<file path="config.mk">
export PLATFORM = sky130hd
export DESIGN_NAME = lsb_stego_bmp_extractor_top
export DESIGN_NICKNAME = d
export VERILOG_FILES = /design/src/design/lsbx_pkg.sv /design/src/design/lsbx_decode.sv /design/src/design/lsb_stego_bmp_extractor_top.sv
export SDC_FILE = /design/constraint.sdc
export NUM_CORES = 1
export LEC_CHECK = 0
export ABC_AREA = 1
export BUFFER_PORTS_ARGS = -buffer_cell sky130_fd_sc_hd__buf_2
export CAP_MARGIN = 20
export CORE_MARGIN = 10
export CORE_UTILIZATION = 58
export CTS_CLUSTER_DIAMETER = 60
export DETAILED_ROUTE_END_ITERATION = 12
export PLACE_DENSITY = 0.81
export SYNTH_ARGS = -nofsm -noshare
export SYNTH_HDL_FRONTEND = slang
export SYNTH_SLANG_ARGS = --single-unit
</file>
<file path="constraint.sdc">
create_clock -name clock -period 8.37 [get_ports clock]
set_input_delay 0.837 -clock clock [delete_from_list [all_inputs] [get_ports clock]]
set_output_delay 0.837 -clock clock [all_outputs]
set_load 0.05 [all_outputs]
</file>
<file path="src/design/lsbx_pkg.sv">
// lsbx_pkg: shared types and constants for the LSB stego BMP extractor.
// Used by lsbx_decode and lsb_stego_bmp_extractor_top; depends on nothing.
package lsbx_pkg;

   // One byte of the image file
   typedef struct packed {
      logic [7:0] carrier_byte;
      logic       start_req;
   } req_type;

   // One decoded result
   typedef struct packed {
      logic [2:0]  kind;
      logic [31:0] value;
      logic        last;
   } rsp_type;

   // Configuration registers as seen by the decoder
   typedef struct packed {
      logic [9:0]  header_skip;
      logic [3:0]  magic_length;
      logic [63:0] magic_value;
   } cfg_type;

   // Result kinds
   localparam logic [2:0] KIND_EXT_SIZE = 3'd0;
   localparam logic [2:0] KIND_EXT_CHAR = 3'd1;
   localparam logic [2:0] KIND_FILE_SIZE = 3'd2;
   localparam logic [2:0] KIND_DATA = 3'd3;
   localparam logic [2:0] KIND_MISMATCH = 3'd4;

   // Register indexes (byte address = 8 * index)
   localparam logic [1:0] REG_HEADER_SKIP = 2'd0;
   localparam logic [1:0] REG_MAGIC_LENGTH = 2'd1;
   localparam logic [1:0] REG_MAGIC_VALUE = 2'd2;

   localparam int CSR_ADDR_WIDTH = 5;
   localparam int CSR_DATA_WIDTH = 64;

   // Register reset values
   localparam logic [9:0]  HEADER_SKIP_RESET = 10'd54;
   localparam logic [3:0]  MAGIC_LENGTH_RESET = 4'd2;
   localparam logic [63:0] MAGIC_VALUE_RESET = 64'd0;

   // Carrier bits per hidden value, minus one
   localparam logic [4:0] CHAR_BITS_M1 = 5'd7;
   localparam logic [4:0] SIZE_BITS_M1 = 5'd31;

endpackage

</file>
<file path="src/design/lsbx_decode.sv">
// lsbx_decode: per-byte decode state machine plus the result register.
// Depends on lsbx_pkg.
module lsbx_decode #(
   parameter int MAX_MAGIC_BYTES = 8
) (
   input  logic             clock,
   input  logic             reset,
   input  logic             req_accept,
   input  lsbx_pkg::req_type req_data,
   input  lsbx_pkg::cfg_type cfg,
   input  logic             rsp_stall,
   output logic             rsp_valid,
   output lsbx_pkg::rsp_type rsp_data
);
   import lsbx_pkg::*;

   typedef enum logic [2:0] {
      PH_HEADER,
      PH_MAGIC,
      PH_EXT_SIZE,
      PH_EXT_CHARS,
      PH_FILE_SIZE,
      PH_DATA,
      PH_DONE
   } phase_type;

   localparam logic [3:0] MAX_MAGIC = 4'(MAX_MAGIC_BYTES);

   phase_type   phase_ff, phase_in;
   logic [4:0]  bit_count_ff, bit_count_in;
   logic [31:0] shift_ff, shift_in;
   logic [9:0]  pos_ff, pos_in;
   logic [30:0] remain_ff, remain_in;
   logic        mismatch_ff, mismatch_in;
   logic        rsp_valid_ff, rsp_valid_in;
   rsp_type     rsp_data_ff;

   logic        emit;
   rsp_type     result;
   logic [3:0]  magic_eff;
   logic        used_up;
   logic        bit_in;
   logic [4:0]  need_m1;
   logic [31:0] word;
   logic        size_neg;
   logic [30:0] remain_dec;

   assign magic_eff = (cfg.magic_length > MAX_MAGIC) ? MAX_MAGIC : cfg.magic_length;
   assign bit_in = req_data.carrier_byte[0];

   always_comb begin
      phase_in = phase_ff;
      bit_count_in = bit_count_ff;
      shift_in = shift_ff;
      pos_in = pos_ff;
      remain_in = remain_ff;
      mismatch_in = mismatch_ff;
      emit = 1'b0;
      result = '0;
      used_up = 1'b0;
      need_m1 = CHAR_BITS_M1;
      word = '0;
      size_neg = 1'b0;
      remain_dec = '0;

      if (req_data.start_req) begin
         phase_in = PH_HEADER;
         bit_count_in = '0;
         shift_in = '0;
         pos_in = '0;
         remain_in = '0;
         mismatch_in = 1'b0;
      end

      // Header skip
      if (phase_in == PH_HEADER) begin
         if (pos_in < cfg.header_skip) begin
            pos_in = pos_in + 10'd1;
            used_up = 1'b1;
         end else begin
            phase_in = PH_MAGIC;
            pos_in = '0;
            mismatch_in = 1'b0;
            bit_count_in = '0;
            shift_in = '0;
         end
      end

      // All magic chars already in (empty magic, or length lowered)
      if (!used_up && phase_in == PH_MAGIC && pos_in >= {6'd0, magic_eff}) begin
         bit_count_in = '0;
         shift_in = '0;
         if (mismatch_in) begin
            phase_in = PH_DONE;
            emit = 1'b1;
            result = '{kind: KIND_MISMATCH, value: 32'd0, last: 1'b1};
            used_up = 1'b1;
         end else begin
            phase_in = PH_EXT_SIZE;
            if (magic_eff != 4'd0) begin
               used_up = 1'b1;
            end
         end
      end

      if (!used_up && phase_in != PH_DONE) begin
         need_m1 = (phase_in == PH_EXT_SIZE || phase_in == PH_FILE_SIZE) ?
                   SIZE_BITS_M1 : CHAR_BITS_M1;
         word = {shift_in[30:0], bit_in};
         if (bit_count_in < need_m1) begin
            bit_count_in = bit_count_in + 5'd1;
            shift_in = word;
         end else begin
            bit_count_in = '0;
            shift_in = '0;
            size_neg = word[31];
            remain_dec = (remain_in != 31'd0) ? remain_in - 31'd1 : remain_in;
            case (phase_in)
               PH_MAGIC: begin
                  if (word[7:0] != cfg.magic_value[pos_in[2:0]*8 +: 8]) begin
                     mismatch_in = 1'b1;
                  end
                  pos_in = pos_in + 10'd1;
                  if (pos_in >= {6'd0, magic_eff}) begin
                     if (mismatch_in) begin
                        phase_in = PH_DONE;
                        emit = 1'b1;
                        result = '{kind: KIND_MISMATCH, value: 32'd0, last: 1'b1};
                     end else begin
                        phase_in = PH_EXT_SIZE;
                     end
                  end
               end
               PH_EXT_SIZE: begin
                  remain_in = size_neg ? 31'd0 : word[30:0];
                  phase_in = (remain_in != 31'd0) ? PH_EXT_CHARS : PH_FILE_SIZE;
                  emit = 1'b1;
                  result = '{kind: KIND_EXT_SIZE, value: word, last: 1'b0};
               end
               PH_EXT_CHARS: begin
                  remain_in = remain_dec;
                  if (remain_dec == 31'd0) begin
                     phase_in = PH_FILE_SIZE;
                  end
                  emit = 1'b1;
                  result = '{kind: KIND_EXT_CHAR, value: {24'd0, word[7:0]}, last: 1'b0};
               end
               PH_FILE_SIZE: begin
                  remain_in = size_neg ? 31'd0 : word[30:0];
                  phase_in = (remain_in != 31'd0) ? PH_DATA : PH_DONE;
                  emit = 1'b1;
                  result = '{kind: KIND_FILE_SIZE, value: word,
                             last: (remain_in == 31'd0)};
               end
               default: begin
                  remain_in = remain_dec;
                  if (remain_dec == 31'd0) begin
                     phase_in = PH_DONE;
                  end
                  emit = 1'b1;
                  result = '{kind: KIND_DATA, value: {24'd0, word[7:0]},
                             last: (remain_dec == 31'd0)};
               end
            endcase
         end
      end
   end

   // Result register frees up when taken; the top stalls input while it is held
   assign rsp_valid_in = req_accept ? emit : (rsp_valid_ff & rsp_stall);

   always_ff @(posedge clock) begin
      if (reset) begin
         phase_ff <= PH_HEADER;
         bit_count_ff <= '0;
         shift_ff <= '0;
         pos_ff <= '0;
         remain_ff <= '0;
         mismatch_ff <= 1'b0;
         rsp_valid_ff <= 1'b0;
      end else begin
         rsp_valid_ff <= rsp_valid_in;
         if (req_accept) begin
            phase_ff <= phase_in;
            bit_count_ff <= bit_count_in;
            shift_ff <= shift_in;
            pos_ff <= pos_in;
            remain_ff <= remain_in;
            mismatch_ff <= mismatch_in;
         end
      end
      if (req_accept && emit) begin
         rsp_data_ff <= result;
      end
   end

   assign rsp_valid = rsp_valid_ff;
   assign rsp_data = rsp_data_ff;

endmodule

</file>
<file path="src/design/lsb_stego_bmp_extractor_top.sv">
// LSB stego BMP extractor, top level: register port, input handshake, decoder.
// Results show the cycle after their byte; one byte per cycle while req_stall is low.
// The byte is decoded in one pass into the result register, which alone gates input.
// Synchronous active-high reset: registers to defaults (skip 54, magic length 2,
// magic 0), decoder to the header phase, no result pending.
// Depends on lsbx_pkg and lsbx_decode.
module lsb_stego_bmp_extractor_top #(
   parameter int MAX_MAGIC_BYTES = 8
) (
   input  logic                                clock,
   input  logic                                reset,
   // Input byte channel
   input  logic                                req_valid,
   output logic                                req_stall,
   input  lsbx_pkg::req_type                   req_data,
   // Result channel
   output logic                                rsp_valid,
   input  logic                                rsp_stall,
   output lsbx_pkg::rsp_type                   rsp_data,
   // Register port, registers at byte addresses 0, 8, 16
   input  logic                                csr_psel,
   input  logic                                csr_penable,
   input  logic                                csr_pwrite,
   input  logic [lsbx_pkg::CSR_ADDR_WIDTH-1:0] csr_paddr,
   input  logic [lsbx_pkg::CSR_DATA_WIDTH-1:0] csr_pwdata,
   output logic [lsbx_pkg::CSR_DATA_WIDTH-1:0] csr_prdata,
   output logic                                csr_pready
);
   import lsbx_pkg::*;

   logic [9:0]  header_skip_ff;
   logic [3:0]  magic_length_ff;
   logic [63:0] magic_value_ff;
   logic        csr_write;
   logic [1:0]  csr_index;
   logic        req_accept;
   cfg_type     cfg;

   // Zero-wait-state port
   assign csr_pready = 1'b1;
   assign csr_write = csr_psel & csr_penable & csr_pwrite;
   assign csr_index = csr_paddr[4:3];

   always_ff @(posedge clock) begin
      if (reset) begin
         header_skip_ff <= HEADER_SKIP_RESET;
         magic_length_ff <= MAGIC_LENGTH_RESET;
         magic_value_ff <= MAGIC_VALUE_RESET;
      end else if (csr_write) begin
         unique case (csr_index)
            REG_HEADER_SKIP:  header_skip_ff <= csr_pwdata[9:0];
            REG_MAGIC_LENGTH: magic_length_ff <= csr_pwdata[3:0];
            REG_MAGIC_VALUE:  magic_value_ff <= csr_pwdata;
            default: ;  // unmapped address, write dropped
         endcase
      end
   end

   always_comb begin
      unique case (csr_index)
         REG_HEADER_SKIP:  csr_prdata = {54'd0, header_skip_ff};
         REG_MAGIC_LENGTH: csr_prdata = {60'd0, magic_length_ff};
         REG_MAGIC_VALUE:  csr_prdata = magic_value_ff;
         default:          csr_prdata = '0;
      endcase
   end

   assign cfg = '{header_skip: header_skip_ff, magic_length: magic_length_ff,
                  magic_value: magic_value_ff};

   // A new item can enter whenever the result register is empty or being
   // taken in this cycle; at most one result per item keeps this exact.
   assign req_stall = rsp_valid & rsp_stall;
   assign req_accept = req_valid & ~req_stall;

   lsbx_decode #(
      .MAX_MAGIC_BYTES(MAX_MAGIC_BYTES)
   ) u_decode (
      .clock     (clock),
      .reset     (reset),
      .req_accept(req_accept),
      .req_data  (req_data),
      .cfg       (cfg),
      .rsp_stall (rsp_stall),
      .rsp_valid (rsp_valid),
      .rsp_data  (rsp_data)
   );

endmodule

</file>
Word level (Yosys, flattened, before mapping)
Index checks and enable logic that the tools add are counted.
{ "totals": {"reg_bits": 197, "inputBits": 85} }
{ "op_classes": {"n_eq_ne": 9, "muxes": 71, "addsub": 4, "shift": 1, "bitwise": 5, "n_lt_le_gt_ge": 5, "reduce_logical": 18} }
{ "op_table": {"columns": ["op", "count"], "rows": [
  ["2-to-1 mux 36 bit", 6],
  ["2-to-1 mux 32 bit", 6],
  ["case mux 64 bit (3 select lines)", 1],
  ["2-to-1 mux 31 bit", 5],
  ["case mux 36 bit (4 select lines)", 1],
  ["indexed part select 64 x 7 -> 8 bit", 1],
  ["zero test 31 bit", 2],
  ["case mux 31 bit (2 select lines)", 1],
  ["nonzero test 31 bit", 2],
  ["2-to-1 mux 10 bit", 6],
  ["2-to-1 mux 3 bit", 12],
  ["2-to-1 mux 5 bit", 7],
  ["subtractor 31 x 1 -> 31 bit, second input constant", 1],
  ["2-to-1 mux 1 bit", 23],
  ["adder 10 x 1 -> 10 bit, second input constant", 2],
  [">= comparator 10 x 4 -> 1 bit", 2],
  ["case mux 3 bit (4 select lines)", 1],
  ["less-than comparator 10 bit", 1],
  ["!= test 8 bit", 1],
  ["== test 3 x 1 -> 1 bit, second input constant", 2],
  ["== test 3 x 2 -> 1 bit, second input constant", 2],
  ["AND reduction 2 bit", 3],
  ["adder 5 x 1 -> 5 bit, second input constant", 1],
  ["less-than comparator 5 bit", 1],
  ["other kinds (16)", 23]
]} }

Longest topological paths before layout
{ "logic_depth": {"word_depth": 20, "depth_mapped": 47} }

Hierarchy
Synthesis repeated with hierarchy kept, for this count alone.
{ "hier_totals": {"hier_cells": 2159, "hier_area_um2": 13436.6} }
{ "modules_own_cells": {"columns": ["mod", "cells_each", "n_inst", "area_per_inst_um2"], "rows": [
  ["lsbx_decode", 1521, 1, 9575.4],
  ["lsb_stego_bmp_extractor_top", 638, 1, 3861.2]
]} }

Worst setup path after synthesis
Ideal clock, no wire load.
{ "synth_path": {"path_type": "input-to-reg", "start": "in req_data[0] in the netlist's numbering", "end": "reg u_decode.rsp_data_ff (netlist bit u_decode.rsp_data[0]), enable pin", "slack_ns": 1.833, "t_required_ns": 7.979, "path_buffers": 4, "arrival_time_ns": 6.147, "setup_ns": 0.391, "path_stages": 46, "path_cell_list": "inv_2 buf_6 nand2_1 inv_1 ha_1 nand2_1 nor2_1 nand2_1 nor2_1 nand3_1 nand2_1 inv_2 nand3_1 nand2_1 nand2_1 clkbuf_1 ha_1 inv_1 [10 not listed] nand2_1 inv_2 nand2_1 nand2_2 inv_2 buf_2 ha_1 nand2_1 inv_1 nand4_1 o21ai_2 inv_2 nor2_2 buf_4 nand3_1 nand2_1 nand2_1 inv_1"} }
{ "synth_between": {"elab_chain_len": 19} }
{ "synth_rtl": {"columns": ["item", "line", "source"], "rows": [
  ["start: declaration", "lsb_stego_bmp_extractor_top.sv:15", "input lsbx_pkg::req_type req_data,"],
  ["parallel branches: the longest is 17 deep, another holds adder 10 x 1 -> 10 bit", null, null],
  ["2-to-1 mux 1 bit (*)", "lsbx_decode.sv:106", "if (!used_up && phase_in != PH_DONE) begin"],
  ["logical AND 1 bit (*)", "lsbx_decode.sv:192", "if (req_accept && emit) begin"],
  ["end signal: assignment", "lsbx_decode.sv:193", "rsp_data_ff <= result;"],
  ["end: declaration", "lsbx_decode.sv:36", "rsp_type rsp_data_ff;"]
]} }
Mark *: on every way between the ends. The select of a mux whose other input is x is not followed.
A chain may end at the register's enable or synchronous reset.

Worst setup path after layout
{ "layout_path": {"start": "in req_data[0] in the netlist's numbering", "end": "reg u_decode.rsp_data_ff (netlist bit u_decode.rsp_data[35]), enable pin"} }
The elaborated chain is that of the path after synthesis.

==> summary.txt <==
Outcome
  • Outcome: complete, no violations

Critical path
  • Most used cell, CP: nand2_1
  • CP arrival: between 7000 and 8000 ps
  • Reg-to-reg endpoint: u_decode.rsp_data[35]
  • CP max stage delay: approximately 440 ps
  • R2R setup slack: ~2000 ps
  • Startpoint type of the worst setup path: input pin
  • R2R Path Start: u_decode.pos_ff[5]
  • WP data required: between 8000 and 9000 ps
  • R2r worst-path depth: approximately 40
  • Worst-path fanout max: 33
  • Crit. End Element: register
  • Slowest stage cell on the critical path: buf_4
  • WS Path Type: in2reg

Pwr
  • Int Pwr: ~1.5 mW
  • PD cells: between 150 and 200 mW/mm^2
  • Comb pwr share: 0.219
  • Cell leakage power: between 6 and 7 nW
  • Peak VDD IR: between 100 and 150 uV
  • Switch share: 0.341
  • Flop pwr share: 0.426
  • P_sw: 0.799 mW
  • Clock Power Share: 0.355

Floorplan
  • Total die area: approximately 0.028 mm^2
  • Chip height: ~170 um
  • Starting Density: 0.590
  • Core Box Area: approximately 0.021 mm^2
  • Die Wd: 166 um
  • Row count: 53
  • I/O pin cnt: 188

Drt
  • Final ANT Viol Nets: 0
  • Vias: roughly 13000
  • Vias per Instance: 5.64
  • Post-DR wirelength/cell: 16.7 um
  • DRT iter0 DRCs: between 1000 and 1500
  • DRC Markers: 0
  • TritonRoute pass-1 iters: 8
  • Post-Route WL: 39200 um

Yosys
  • Top cells by area, synth: dfxtp_1 26%, nand2_1 13%, nor2_1 8.7%
  • Most frequent cell after synthesis: nand2_1
  • FF+latch count, synth: 196
  • Top FF cell, synth: dfxtp_1
  • Avg Inst Size Synth: 6.37 um^2
  • Most instantiated cells after synthesis: 434 x nand2_1, 289 x nor2_1, 262 x inv_1, 160 x dfxtp_1, 152 x a21oi_1
  • Yosys warnings: 0
  • Post-synth ARST share: 0
  • Synth Cell Area: between 0.01 and 0.015 mm^2
  • Synth unique cells: 45
  • Post-synth EDFFs: 36
  • Mapped Nets: 2059
  • Post-synth top area cell: dfxtp_1
  • Seq/Total Area, Yosys: 0.344
  • Post-Syn Instances: approximately 2000
  • Yosys top cell area share: 0.257

Timing
  • Final Slew Violations: 0
  • Worst-Margin Slew: between 1000 and 1500 ps
  • RSZ-0062 raised after global routing: false
  • Period minus WS final: between 7000 and 8000 ps
  • Maximum clock rate: 0.143 GHz
  • Slew HR: 0.308
  • Setup TNS: 0 ps
  • Hold Fails Final Rpt: 0
  • Fin crit share: 0.837
  • Setup-failing EPs final: 0
  • Clock skew: around 15 ps

Global routing
  • Initial antenna violation count: 1
  • Vias in the first global route: 12957
  • GRT Residual Overflow: 0
  • First-pass GRT wire length: roughly 64000 um
  • Largest net degree at the start of global routing: approximately 120
  • GRT Overall Usage: 0.273

Place
  • Dpl hpwl: 28400 um
  • Port Buf Inserts: between 150 and 200
  • RePlAce Congestion: between 0.9 and 1
  • Placed instance count: approximately 2300

Clock network
  • Total CTS buffers: 17
  • CTS max path bufs: 2
  • Clock Sink Count: 196
  • Number of H-tree levels: 4
  • CTS tree: done
  • Clock Latency Late Sink: 460 ps
  • Post-CTS Repair Setup Buffers: 0
  • CTS Root Buffer Type: clkbuf_16
  • CTS clk-pin slew, worst paths: roughly 80 ps
  • Cts hold-fix bufs: 0
  • Resized Gates After CTS: 0

Hold path
  • Min-delay worst type: reg2reg
  • Hold Crit Depth: 2
  • Worst hold path startpoint: u_decode.mismatch_ff
  • Hold EP: u_decode.mismatch_ff

Run
  • Max-Cap Viols: 0

Layout
  • Fraction of layout instances using a drive strength above 1: 0.127
  • Layout Nets: around 2200
  • Non-Filler Instances: between 2000 and 2500
  • Area grow syn2layout: 12.1%
==> final cells by class <==
class,instances,area [um^2]
Antenna cell,1,2.50
Clock buffer,17,425
Clock inverter,15,166
Fill cell,1937,7140
Inverter,275,1030
Multi-Input combinational cell,1371,6630
Sequential cell,196,4280
Tap cell,275,344
Timing Repair Buffer,197,1060
==> logic make-up after synthesis <==
kind of cell	count (synthesis)	share of synthesized area
xor+xnor	35	0.0246
buf+inv	385	0.123
compound gates	389	0.180
simple gates	924	0.306
flops	196	0.344
other cells	1	0.000301
fa+ha+maj	22	0.0221
==> layout by cell type (no fill, tap or decap), types with 30 or more instances in the layout <==
| master | n |
|---|---|
| xor2_1 | 30 |
| nand2_1 | 433 |
| a21oi_1 | 152 |
| dfxtp_1 | 160 |
| inv_1 | 259 |
| o21ai_0 | 119 |
| edfxtp_1 | 36 |
| buf_2 | 176 |
| nor2_1 | 289 |
| nand3_1 | 138 |
| o211ai_1 | 39 |
==> sequential cells by signal (all words and copies together) (netlist names) <==
register / count
magic_value_ff: 64
u_decode.rsp_data: 36
u_decode.remain_ff: 31
u_decode.shift_ff: 31
header_skip_ff: 10
u_decode.pos_ff: 10
u_decode.bit_count_ff: 5
magic_length_ff: 4
u_decode.phase_ff: 3
u_decode.mismatch_ff: 1
u_decode.rsp_valid: 1
==> power by group through the flow <==
| stage | clock (mW) | combinational [mW] | sequential (mW) |
|---|---|---|---|
| 4_1_cts | 0.835 | 0.502 | 0.997 |
| 5_1_grt | 0.873 | 0.572 | 1.00 |
| 3_5_place_dp | 0 | 0.497 | 1.02 |
| 2_1_floorplan | 0 | 0.376 | 1.02 |
| 6_report | 0.830 | 0.513 | 0.998 |
| 3_3_place_gp | 0 | 0.490 | 1.02 |
==> stage by stage <==
step | util | hold slack, ps | setup WS, ps | power (mW) | cell area [um^2]
detailed placement | 0.632 | 461 | 1100 | 1.52 | 13300
finish | 0.661 | 470 | 1370 | 2.34 | 13900
floorplan | - | 444 | 1830 | 1.39 | 12400
global route | 0.661 | 497 | 809 | 2.44 | 13900
global placement | 0.632 | 454 | 1190 | 1.51 | 13300
CTS | 0.660 | 472 | 1460 | 2.33 | 13900
==> critical path: cells and delay by family <==
kind / cells / cell delay (ps)
and+or+nand+nor: 23 / 2320
buffers and inverters: 14 / 2110
AOI/OAI and AO/OA: 5 / 780
adders and majority gates: 3 / 980
==> metal layers <==
metal	vias up	track usage	share of wire
met2	525	0.461	0.47
met5	-	0	0
li1	6537	-	-
met3	134	0.0593	0.069
met4	0	0.151	0.055
met1	6045	0.315	0.41
==> worst max-delay path by stage <==
| stage | from | slack (ps) | to | cells after the start |
|---|---|---|---|---|
| after global routing | req_data[0] | 810 | u_decode.rsp_data[35] | 47 |
| final | req_data[0] | 1370 | u_decode.rsp_data[35] | 45 |
| after CTS | req_data[0] | 1460 | u_decode.rsp_data[14] | 45 |
| after global placement | req_data[0] | 1190 | u_decode.rsp_data[1] | 47 |
| after detailed placement | req_data[0] | 1100 | u_decode.rsp_data[35] | 47 |
| after floorplan | req_data[0] | 1830 | u_decode.rsp_data[0] | 46 |
No activity file was read; power rests on OpenSTA's default activity.
